[config.mk]
export PLATFORM = sky130hd
export DESIGN_NAME = tcgr_ctrl
export DESIGN_NICKNAME = d
export VERILOG_FILES = /design/src/hdl/tcgr_pkg.sv /design/src/hdl/tcgr_ctrl.sv
export SDC_FILE = /design/constraint.sdc
export NUM_CORES = 1
export LEC_CHECK = 0
export ABC_AREA = 1
export BUFFER_PORTS_ARGS = -buffer_cell sky130_fd_sc_hd__buf_4
export CAP_MARGIN = 30
export CORE_AREA = 2 2 39 41
export CTS_BUF_LIST = sky130_fd_sc_hd__clkbuf_4 sky130_fd_sc_hd__clkbuf_8
export DETAILED_ROUTE_END_ITERATION = 6
export DIE_AREA = 0 0 41 43
export GPL_TIMING_DRIVEN = 0
export PLACE_DENSITY = 0.38
export SLEW_MARGIN = 15
export SYNTH_ARGS = -nofsm -noshare
export SYNTH_HDL_FRONTEND = slang
export SYNTH_SLANG_ARGS = --single-unit
[constraint.sdc]
create_clock -name clk_i -period 1.1 [get_ports clk_i]
set_input_delay 0.165 -clock clk_i [delete_from_list [all_inputs] [get_ports clk_i]]
set_output_delay 0.165 -clock clk_i [all_outputs]
set_load 0.005 [all_outputs]
[src/hdl/tcgr_pkg.sv]
// ----------------------------------------------------------------------------
// tcgr_pkg: shared types and constants of the text console glyph renderer
// Operation codes, register indexes, controller states and the command and
// status groups between controller and datapath.
// ----------------------------------------------------------------------------
package tcgr_pkg;

  localparam int GLYPH_WIDTH = 8;
  localparam int PAIRS_PER_ROW = GLYPH_WIDTH / 2;

  localparam logic [7:0] FIRST_PRINTABLE = 8'h20;
  localparam logic [7:0] PAST_PRINTABLE  = 8'h7F;
  localparam logic [7:0] NEWLINE_CODE    = 8'h0A;
  localparam logic [6:0] FALLBACK_GLYPH  = 7'(PAST_PRINTABLE - FIRST_PRINTABLE);

  localparam logic [31:0] INK_RESET = 32'h00FF_FFFF;

  typedef enum logic [1:0] {
    OP_PRINT  = 2'd0,
    OP_LOAD   = 2'd1,
    OP_HOME   = 2'd2,
    OP_UNUSED = 2'd3
  } tcgr_op_e;

  typedef enum logic [2:0] {
    REG_FRAME_BASE    = 3'd0,
    REG_LINE_PITCH    = 3'd1,
    REG_SCREEN_WIDTH  = 3'd2,
    REG_SCREEN_HEIGHT = 3'd3,
    REG_INK_COLOR     = 3'd4,
    REG_PAPER_COLOR   = 3'd5
  } tcgr_reg_e;

  typedef enum logic [2:0] {
    ST_IDLE,
    ST_WRAP,
    ST_SCALE,
    ST_BASE,
    ST_DRAW
  } tcgr_state_e;

  typedef struct packed {
    logic [47:0] frame_base;
    logic [15:0] line_pitch;
    logic [13:0] screen_width;
    logic [13:0] screen_height;
    logic [31:0] ink_color;
    logic [31:0] paper_color;
  } tcgr_cfg_t;

  typedef struct packed {
    logic font_wr;   // write one font row
    logic home;      // cursor to origin
    logic newline;   // advance a row
    logic capture;   // latch glyph of a printed character
    logic wrap;      // column overflow check before drawing
    logic scale;     // row pixel offset times pitch
    logic base;      // form first pixel address, bump column
    logic emit;      // produce one pixel pair
  } tcgr_cmd_t;

  typedef struct packed {
    logic is_newline;
    logic out_free;
    logic last_pair;
  } tcgr_sts_t;

endpackage

[src/hdl/tcgr_ctrl.sv]
// ----------------------------------------------------------------------------
// tcgr_ctrl: sequencer of the glyph renderer
// Decodes accepted items and steps the datapath through setup and drawing.
// ----------------------------------------------------------------------------
module tcgr_ctrl (
  input  logic                clk_i,
  input  logic                rst_ni,
  input  logic                in_valid_i,
  input  logic [1:0]          operation_i,
  output logic                in_stall_o,
  input  tcgr_pkg::tcgr_sts_t sts_i,
  output tcgr_pkg::tcgr_cmd_t cmd_o
);
  import tcgr_pkg::*;

  tcgr_state_e state_q, state_d;
  logic        accept;

  always_ff @(posedge clk_i or negedge rst_ni) begin
    if (!rst_ni) begin
      state_q <= ST_IDLE;
    end else begin
      state_q <= state_d;
    end
  end

  assign in_stall_o = (state_q != ST_IDLE);
  assign accept     = in_valid_i && (state_q == ST_IDLE);

  always_comb begin
    state_d = state_q;
    cmd_o   = '0;
    case (state_q)
      ST_IDLE: begin
        if (accept) begin
          case (tcgr_op_e'(operation_i))
            OP_LOAD:  cmd_o.font_wr = 1'b1;
            OP_HOME:  cmd_o.home = 1'b1;
            OP_PRINT: begin
              if (sts_i.is_newline) begin
                cmd_o.newline = 1'b1;
              end else begin
                cmd_o.capture = 1'b1;
                state_d = ST_WRAP;
              end
            end
            default: ;
          endcase
        end
      end
      ST_WRAP: begin
        cmd_o.wrap = 1'b1;
        state_d = ST_SCALE;
      end
      ST_SCALE: begin
        cmd_o.scale = 1'b1;
        state_d = ST_BASE;
      end
      ST_BASE: begin
        cmd_o.base = 1'b1;
        state_d = ST_DRAW;
      end
      ST_DRAW: begin
        if (sts_i.out_free) begin
          cmd_o.emit = 1'b1;
          if (sts_i.last_pair) begin
            state_d = ST_IDLE;
          end
        end
      end
      default: state_d = ST_IDLE;
    endcase
  end

endmodule

==> results of run 1 <==
cell type report:
class                      count  area share
sequential                     3       0.158
tap                           16      0.0422
clock buffer                   4      0.0633
timing repair buffer          24       0.401
multi-input combinational     23       0.256
inverter                       8      0.0633
buffer                         1      0.0158
layer usage:
layer  vias up  wire length [microns]  track usage
met5         -                      0            0
met1       132                    259        0.100
li1        161                      -            -
met2        11                    352        0.153
met4         0                     17        0.100
met3         2                     47       0.0419
cell usage after synthesis:
library cell	instances
buf_4	1
dfrtp_1	3
inv_1	4
inv_2	4
nand2_1	6
nand2_4	1
nand3_1	4
nand4_1	1
nor2_1	7
nor2_4	1
nor3_2	1
nor4_1	1
o21ai_0	1
critical path, cell delays in order, from the launching register on:
cell and delay [ns]:
dfrtp_1 0.39, buf_4 0.14, nor4_1 0.26, buf_4 0.16
per-stage QoR:
step | util | hold WS [ns] | TNS (ns) | cell area (sq um) | cells
2_1_floorplan | - | -0.131 | 0 | 231 | 35
3_3_place_gp | 0.269 | -0.0444 | -0.0815 | 372 | 67
3_5_place_dp | 0.269 | -0.0445 | -0.0498 | 372 | 67
4_1_cts | 0.340 | 0.246 | -1.83 | 470 | 79
5_1_grt | 0.343 | 0.262 | -2.55 | 474 | 79
6_report | 0.343 | 0.258 | -1.83 | 474 | 79
how the worst max path moves through the flow:
| stage | start | to | slack [ns] | cells after the start |
|---|---|---|---|---|
| finish | state_q[0] | cmd_o[0] | -0.24 | 3 |
| global route | state_q[0] | cmd_o[6] | -0.35 | 6 |
| CTS | state_q[0] | cmd_o[6] | -0.25 | 6 |
| detailed placement | state_q[0] | cmd_o[6] | -0.03 | 6 |
| global placement | state_q[0] | cmd_o[5] | -0.04 | 6 |
| floorplan | state_q[0] | cmd_o[6] | 0.13 | 5 |
power by group:
part           leakage (uW)  internal, uW  switching (uW)
registers         0.0000382           158            52.8
clock network     0.0000184           161            62.4
logic              0.000214           376             298
total              0.000271           695             413
cells by family (layout without fill, tap and decap cells):
| kind of cell | Yosys count | in the layout | share of synthesized area |
|---|---|---|---|
| buffers and inverters | 9 | 37 | 0.162 |
| flip-flops | 3 | 3 | 0.324 |
| AND/OR/NAND/NOR | 22 | 22 | 0.492 |
| AO/OA/AOI/OAI | 1 | 1 | 0.0216 |
repair_timing:
item,CTS,global route
hold buffers,1,0
setup buffers,7,2
setup endpoints to repair,9,11
resized for setup,2,1
pin swaps,1,2
hold endpoints to repair,3,0
==> flow_metrics.py, run 1 <==
metrics = {
    "outcome": {
        "status": "finished with violations",
        "failed_checks": "negative setup slack",
    },
    "cells_and_area": {
        "final_common_cell": "buf_4",
        "nets": 72,
        "multiInputGateArea_sq_um": 121,
        "area_delta_synth_final_pct": 105,
        "regArea_sq_um": 75.1,
        "largest_register_ffs": 3,
        "largestRegisters": "state_q (3)",
        "diodes": 0,
        "regMostFlops": "state_q",
        "drive_gt1_frac": 0.571,
        "fillCellCount": 146,
        "layout.cells.most_common_list": "buf_4 (22), nor2_1 (6), nand2_1 (6)",
    },
    "floorplanning": {
        "initial_core_util": 0.167,
        "dieHeight_microns": 43,
        "core_area_sq_um": 1380,
        "dieArea_sq_um": 1760,
        "num_rows": 14,
        "design.portCount": 17,
        "die_x_microns": 41,
    },
    "grt": {
        "grt-ovfl-total": 0,
        "grt_pass1_vias": 311,
        "antenna_found_initial": 0,
        "grt_usage": 0.104,
        "grt_pass1_wl_microns": 1170,
        "grt_start_max_net_pins": 5,
    },
    "timing": {
        "slew_viol_final": 0,
        "worst_pin_slew_ns": 0.237,
        "maxSlewHeadroom": 0.841,
        "fin_crit_ns": 1.34,
        "clock_skew_ns": 0.000784,
        "setup_viol": 9,
        "layout_worst_path_cycle_share": 1.22,
        "finalHoldViolCount": 0,
        "max_freq_ghz": 0.744,
        "grt_setup_unrepaired": "yes",
        "setup_slack_ns": -0.244,
    },
    "placed_design": {
        "io_buffers": 16,
        "dp_hpwl_microns": 464,
        "post-place-ws_ns": -0.0261,
        "gp_congestion": 0.586,
    },
    "synth": {
        "syn_nets": 43,
        "synth_warnings": 0,
        "syn-cell-area_sq_um": 231,
        "ys_types": 13,
        "synth_top_cell_area_share": 0.324,
        "ys_top_cells_by_area": "dfrtp_1 (32%), nor2_1 (11%), nand2_1 (9.7%), nand3_1 (8.6%), inv_1 (6.5%)",
        "synth_cells": 35,
        "yosysTopAreaCell": "dfrtp_1",
        "synth.avg_cell_area_sq_um": 6.61,
        "ys_ff_latch": 3,
        "synth-seq-area-share": 0.324,
    },
    "drt": {
        "drt_iter0_markers": 4,
        "viasPerCell": 3.87,
        "drc": 0,
        "post_drt_wl_per_cell_microns": 8.56,
        "ant_nets": 0,
        "drt-total-wl_microns": 676,
        "dr_total_vias": 306,
        "drt_pass1_iterations": 4,
    },
    "cts": {
        "clock_path_buffers": 2,
        "clock_latency_ns": 0.23,
        "clock_sinks": 3,
        "clockRootBuffer": "clkbuf_4",
        "numCtsBuffers": 3,
        "cts_tree": "done",
        "htree_levels": 1,
        "path_clk_slew_ns": 0.04,
    },
    "setup_path": {
        "reg2reg_from": "state_q[0]",
        "r2r-end": "state_q[0]",
        "cp.arrival_ns": 1.18,
        "critPathKind": "flip-flop to primary output",
        "start_kind": "flip-flop",
        "reg2reg_slack_ns": 0.10,
        "worst-path-max-fanout": 3,
        "crit_required_ns": 0.94,
        "r2r_cells": 6,
        "end_kind": "primary output",
    },
    "pwr": {
        "power.density_nw_per_um2": 2340,
        "p_total_uw": 1110,
        "leakage_uw": 0.000271,
        "peakVddDrop_mv": 0.768,
    },
    "run": {
        "maxCapViolCount": 0,
    },
    "min_path": {
        "min_path_type": "primary input to asynchronous set/reset pin",
    },
}
No activity file was read; power rests on OpenSTA's default activity.
==> inputs of run 2 (changes only) <==
--- a/config.mk
+++ b/config.mk
@@ -14,6 +14,7 @@
 export DIE_AREA = 0 0 41 43
 export GPL_TIMING_DRIVEN = 0
 export PLACE_DENSITY = 0.38
+export SETUP_SLACK_MARGIN = 0.4
 export SLEW_MARGIN = 15
 export SYNTH_ARGS = -nofsm -noshare
 export SYNTH_HDL_FRONTEND = slang
==> run 2 against run 1 <==
The run still ends with negative setup slack left. Clock-buffer cell count stayed put. Sequential power is 3% higher. Maximum frequency is 2.2% lower. Cell count stayed put. Routed wire length is 0.59% higher. Sequential share of layout area is 0.54 points lower. Hold slack better by 0.0016 ns. Clock power is 3% lower. Die area stayed put. Power is 7.9% higher. Largest power group unchanged.
==> flow_metrics.py, run 2 (synthesis results as in run 1) <==
metrics = {
    "floorplanning": {
        "dieArea_sq_um": 1760,
        "dieHeight_microns": 43,
        "initial_core_util": 0.167,
        "core_area_sq_um": 1380,
        "design.portCount": 17,
        "die_x_microns": 41,
        "num_rows": 14,
    },
    "drt": {
        "drc": 0,
        "drt_iter0_markers": 1,
        "drt-total-wl_microns": 680,
        "viasPerCell": 3.85,
        "ant_nets": 0,
        "drt_pass1_iterations": 4,
        "post_drt_wl_per_cell_microns": 8.61,
        "dr_total_vias": 304,
    },
    "setup_path": {
        "cp-startpoint": "state_q[0]",
        "r2r_cells": 6,
        "worst-path-max-fanout": 4,
        "start_kind": "flip-flop",
        "reg2reg_from": "state_q[1]",
        "reg2reg_slack_ns": 0.04,
        "crit_required_ns": 0.94,
        "end_kind": "primary output",
        "r2r-end": "state_q[0]",
        "cp.arrival_ns": 1.21,
        "critPathKind": "flip-flop to primary output",
    },
    "pwr": {
        "internal_power_uw": 745,
        "pwr-share-comb": 0.637,
        "p_sw_frac": 0.377,
        "leakage_uw": 0.000275,
        "p_clk_frac": 0.181,
        "power.density_nw_per_um2": 2400,
        "peakVddDrop_mv": 0.824,
        "p_sw_uw": 451,
        "seq_power_share": 0.182,
    },
    "cells_and_area": {
        "layout.cells.most_common_list": "buf_4 (20), nand2_1 (6), nor2_1 (5)",
        "area_delta_synth_final_pct": 116,
        "regMostFlops": "state_q",
        "diodes": 0,
        "largest_register_ffs": 3,
        "stdcell_count": 79,
        "nets": 72,
        "fin_area_sq_um": 499,
        "final_common_cell": "buf_4",
        "drive_gt1_frac": 0.635,
        "largestRegisters": "state_q (3)",
    },
    "placed_design": {
        "post-place-ws_ns": -0.0387,
        "placedCellCount": 67,
        "dp_hpwl_microns": 472,
        "io_buffers": 16,
        "gp_congestion": 0.634,
        "placed_area_sq_um": 374,
    },
    "timing": {
        "maxSlewHeadroom": 0.837,
        "finalHoldViolCount": 0,
        "setup_slack_ns": -0.275,
        "layout_worst_path_cycle_share": 1.25,
        "max_freq_ghz": 0.727,
        "fin_crit_ns": 1.37,
        "grt_setup_unrepaired": "yes",
        "worst_pin_slew_ns": 0.242,
        "setup_viol": 9,
        "clock_skew_ns": 0.00211,
        "slew_viol_final": 0,
    },
    "grt": {
        "grt-ovfl-total": 0,
        "grt_pass1_vias": 261,
        "grt_start_max_net_pins": 5,
        "grt_pass1_wl_microns": 979,
        "antenna_found_initial": 0,
        "grt_usage": 0.0894,
    },
    "min_path": {
        "min_path_type": "primary input to asynchronous set/reset pin",
    },
    "run": {
        "maxCapViolCount": 0,
    },
    "cts": {
        "clock_sinks": 3,
        "clock_path_buffers": 2,
        "htree_levels": 1,
        "clockRootBuffer": "clkbuf_4",
        "path_clk_slew_ns": 0.04,
        "numCtsBuffers": 3,
        "cts_tree": "done",
        "clock_latency_ns": 0.23,
    },
    "outcome": {
        "status": "finished with violations",
        "failed_checks": "negative setup slack",
    },
}
-- run 2: changes by cell type in the layout (fill, tap and decap cells not counted) --
cell     before  now
nor2_1        6    5
o21ai_0       1    0
o21ai_2       0    1
buf_4        22   20
nor2_4        1    2
dfrtp_1       3    2
dfrtp_2       0    1
nand3_1       4    3
nand3_2       0    1
buf_6         2    4
-- run 2: cell type report --
class | count | area (sq um)
multi-input cells | 23 | 138
fillers | 149 | 885
flip-flops and latches | 3 | 76.3
repair buffers | 24 | 198
clock buffers | 4 | 30.0
well taps | 16 | 20.0
inverters | 8 | 30.0
plain buffers | 1 | 7.51
-- run 2: worst max-delay path by stage --
stage / endpoint / depth (start not counted)
final: cmd_o[5] / 6
after global routing: cmd_o[6] / 6
after CTS: cmd_o[5] / 6
after detailed placement: cmd_o[5] / 6
after global placement: cmd_o[5] / 6
after floorplan: cmd_o[6] / 5
-- run 2: routing by layer --
layer  share of wire  vias to the layer above  track usage
li1                -                      164            -
met2            0.53                        8        0.106
met1            0.41                      132        0.100
met4               0                        0        0.100
met3           0.065                        0       0.0471
met5               0                        -            0
-- run 2: power by group through the flow --
stage / registers, uW / clock network (uW) / logic (uW)
6_report: 218 / 216 / 762
3_5_place_dp: 216 / 0 / 469
5_1_grt: 222 / 239 / 832
4_1_cts: 213 / 225 / 585
2_1_floorplan: 206 / 0 / 286
3_3_place_gp: 221 / 0 / 478
-- run 2: per-stage QoR --
step / power [uW] / hold slack, ns / util / TNS (ns)
after floorplan: 492 / -0.131 / - / 0
after global placement: 699 / -0.0447 / 0.270 / -0.114
after detailed placement: 685 / -0.0446 / 0.270 / -0.0886
after CTS: 1020 / 0.257 / 0.327 / -1.99
after global routing: 1290 / 0.271 / 0.361 / -2.63
final: 1200 / 0.260 / 0.361 / -1.98
-- run 2: timing repair --
| item | in CTS | in global routing |
|---|---|---|
| gates cloned | 0 | 0 |
| resized for setup | 3 | 7 |
| buffers inserted | 4 | 3 |
| endpoints found under the hold margin | 3 | 0 |
| hold buffers | 1 | 0 |
| setup endpoints to repair | 12 | 12 |
| pin swaps | 3 | 2 |
-- run 2: critical path: stages (launching register included) --
cell and delay, ns:
dfrtp_1 0.40, inv_2 0.09, nand2_4 0.06, nor2_4 0.13, inv_2 0.07, nor3_2 0.10, buf_4 0.13
==> inputs of run 3 (changes only) <==
--- a/config.mk
+++ b/config.mk
@@ -19,3 +19,4 @@
 export SYNTH_ARGS = -nofsm -noshare
 export SYNTH_HDL_FRONTEND = slang
 export SYNTH_SLANG_ARGS = --single-unit
+export TNS_END_PERCENT = 30
==> run 3 against run 2 <==
The flow still finishes with violations (negative setup slack). Via count grew 0.66%. Sequential share of layout area is 0.60 points higher. Combinational power is 14% lower. Register-to-register slack gained 0.06 ns. Clock skew rose by 0.0046 ns. Sequential cell count stayed put. Critical path depth unchanged. Maximum frequency up 2.9%. First-iteration DRC count rose by 100%. Clock-buffer cell count unchanged. Worst setup slack improved by 0.039 ns. Largest cell class unchanged.
==> flow_metrics.py, run 3 (synthesis results as in run 1) <==
metrics = {
    "floorplanning": {
        "initial_core_util": 0.167,
        "die_x_microns": 41,
        "num_rows": 14,
        "dieArea_sq_um": 1760,
        "dieHeight_microns": 43,
        "design.portCount": 17,
        "core_area_sq_um": 1380,
    },
    "pwr": {
        "seq_power_share": 0.199,
        "power.density_nw_per_um2": 2280,
        "internal_power_uw": 680,
        "p_total_uw": 1100,
        "p_sw_frac": 0.380,
        "p_clk_frac": 0.204,
        "p_sw_uw": 417,
        "leakage_uw": 0.000268,
        "pwr-share-comb": 0.597,
        "peakVddDrop_mv": 0.681,
    },
    "grt": {
        "grt_pass1_wl_microns": 1070,
        "antenna_found_initial": 0,
        "grt-ovfl-total": 0,
        "grt_start_max_net_pins": 5,
        "grt_pass1_vias": 293,
        "grt_usage": 0.0913,
    },
    "timing": {
        "slew_viol_final": 0,
        "grt_setup_unrepaired": "yes",
        "hold_slack_ns": 0.249,
        "layout_worst_path_cycle_share": 1.21,
        "clock_skew_ns": 0.00670,
        "max_freq_ghz": 0.748,
        "fin_crit_ns": 1.34,
        "setup_slack_ns": -0.236,
        "setup_viol": 9,
        "maxSlewHeadroom": 0.850,
        "worst_pin_slew_ns": 0.223,
        "finalHoldViolCount": 0,
    },
    "setup_path": {
        "r2r_cells": 7,
        "critPathKind": "flip-flop to primary output",
        "crit_chain": "inv_2, nand2_4, nor2_4, inv_2, nor3_2, buf_4",
        "cp_common_cell": "inv_2",
        "cpPeakStageDelay_ns": 0.37,
        "start_kind": "flip-flop",
        "cp.depth": 6,
        "path_buf_inv": 3,
        "slowest_stage": "dfrtp_1",
        "cp.arrival_ns": 1.17,
        "worst-path-max-fanout": 4,
        "crit_required_ns": 0.94,
        "cp_top_family": "flip-flops",
        "end_kind": "primary output",
    },
    "outcome": {
        "failed_checks": "negative setup slack",
        "status": "finished with violations",
    },
    "cells_and_area": {
        "nets": 71,
        "area_delta_synth_final_pct": 108,
        "drive_gt1_frac": 0.629,
        "regArea_sq_um": 76.3,
        "largestRegisters": "state_q (3)",
        "regMostFlops": "state_q",
        "layout.cells.most_common_list": "buf_4 (21), nand2_1 (6), nor2_1 (5)",
        "finish.utilization": 0.347,
        "largest_register_ffs": 3,
        "diodes": 0,
        "final_common_cell": "buf_4",
        "multiInputGateArea_sq_um": 134,
        "fin_area_sq_um": 480,
        "fillCellCount": 156,
    },
    "drt": {
        "viasPerCell": 3.92,
        "dr_total_vias": 306,
        "ant_nets": 0,
        "drt_pass1_iterations": 4,
        "drt-total-wl_microns": 622,
        "drc": 0,
        "post_drt_wl_per_cell_microns": 7.97,
        "drt_iter0_markers": 2,
    },
    "cts": {
        "clock_path_buffers": 2,
        "numCtsBuffers": 3,
        "clockRootBuffer": "clkbuf_4",
        "path_clk_slew_ns": 0.04,
        "cts_tree": "done",
        "clock_sinks": 3,
        "clock_latency_ns": 0.24,
        "htree_levels": 1,
    },
    "placed_design": {
        "post-place-ws_ns": -0.0236,
        "gp_congestion": 0.552,
        "dp_hpwl_microns": 462,
        "io_buffers": 16,
        "placed_area_sq_um": 372,
    },
    "run": {
        "maxCapViolCount": 0,
    },
    "min_path": {
        "min_path_type": "primary input to asynchronous set/reset pin",
    },
}
## run 3: changes by cell type in the layout (fill, tap and decap cells not counted)
cell / before / now
buf_6: 4 / 2
buf_4: 20 / 21
nand3_1: 3 / 2
nand3_2: 1 / 2
nor2_2: 1 / 2
nor2_4: 2 / 1
o21ai_0: 0 / 1
o21ai_2: 1 / 0
## run 3: path summary, 6_finish.rpt
path,slack (ns),startpoint,endpoint
max,-0.24,state_q[2],cmd_o[5]
min,0.25,rst_ni,state_q[1]
max reg2reg,0.10,state_q[2],state_q[0]
min reg2reg,0.64,state_q[1],state_q[2]
max in group asynchronous,0.75,rst_ni,state_q[1]
min in group clk_i,0.25,sts_i[0],state_q[2]
## run 3: layout make-up
class / instances / share of cell area
Clock buffer: 4 / 0.0625
Multi-Input combinational cell: 23 / 0.279
Buffer: 1 / 0.0156
Timing Repair Buffer: 23 / 0.380
Sequential cell: 3 / 0.159
Inverter: 8 / 0.0625
Tap cell: 16 / 0.0417
## run 3: power groups by stage
stage / clock network [uW] / registers [uW] / logic (uW)
floorplan: 0 / 206 / 281
global placement: 0 / 222 / 472
detailed placement: 0 / 217 / 468
CTS: 234 / 216 / 599
global route: 233 / 226 / 739
finish: 223 / 218 / 655
## run 3: worst reg2reg max path, stage by stage, from the launching register on
cell,delay (ns)
dfrtp_1,0.37
inv_2,0.10
nand2_4,0.06
nor2_4,0.11
buf_4,0.12
nand2_1,0.04
nand2_1,0.05
nor2_1,0.04
## run 3: what timing repair did
action / CTS / global route
pin swaps: 0 / 1
resized for setup: 2 / 5
hold endpoints to repair: 3 / 0
setup endpoints to repair: 12 / 12
setup buffers: 5 / 1
hold buffers: 1 / 0
## run 3: metal layers
metal	wire [microns]	vias to the layer above	global-route usage
met3	42	2	0.0209
met1	214	133	0.0929
met4	21	0	0.100
li1	-	161	-
met2	343	10	0.134
met5	0	-	0
## run 3: per-stage QoR
| stage | setup TNS (ns) | std cells |
|---|---|---|
| 2_1_floorplan | 0 | 35 |
| 3_3_place_gp | -0.102 | 67 |
| 3_5_place_dp | -0.0472 | 67 |
| 4_1_cts | -1.88 | 77 |
| 5_1_grt | -2.38 | 78 |
| 6_report | -1.67 | 78 |
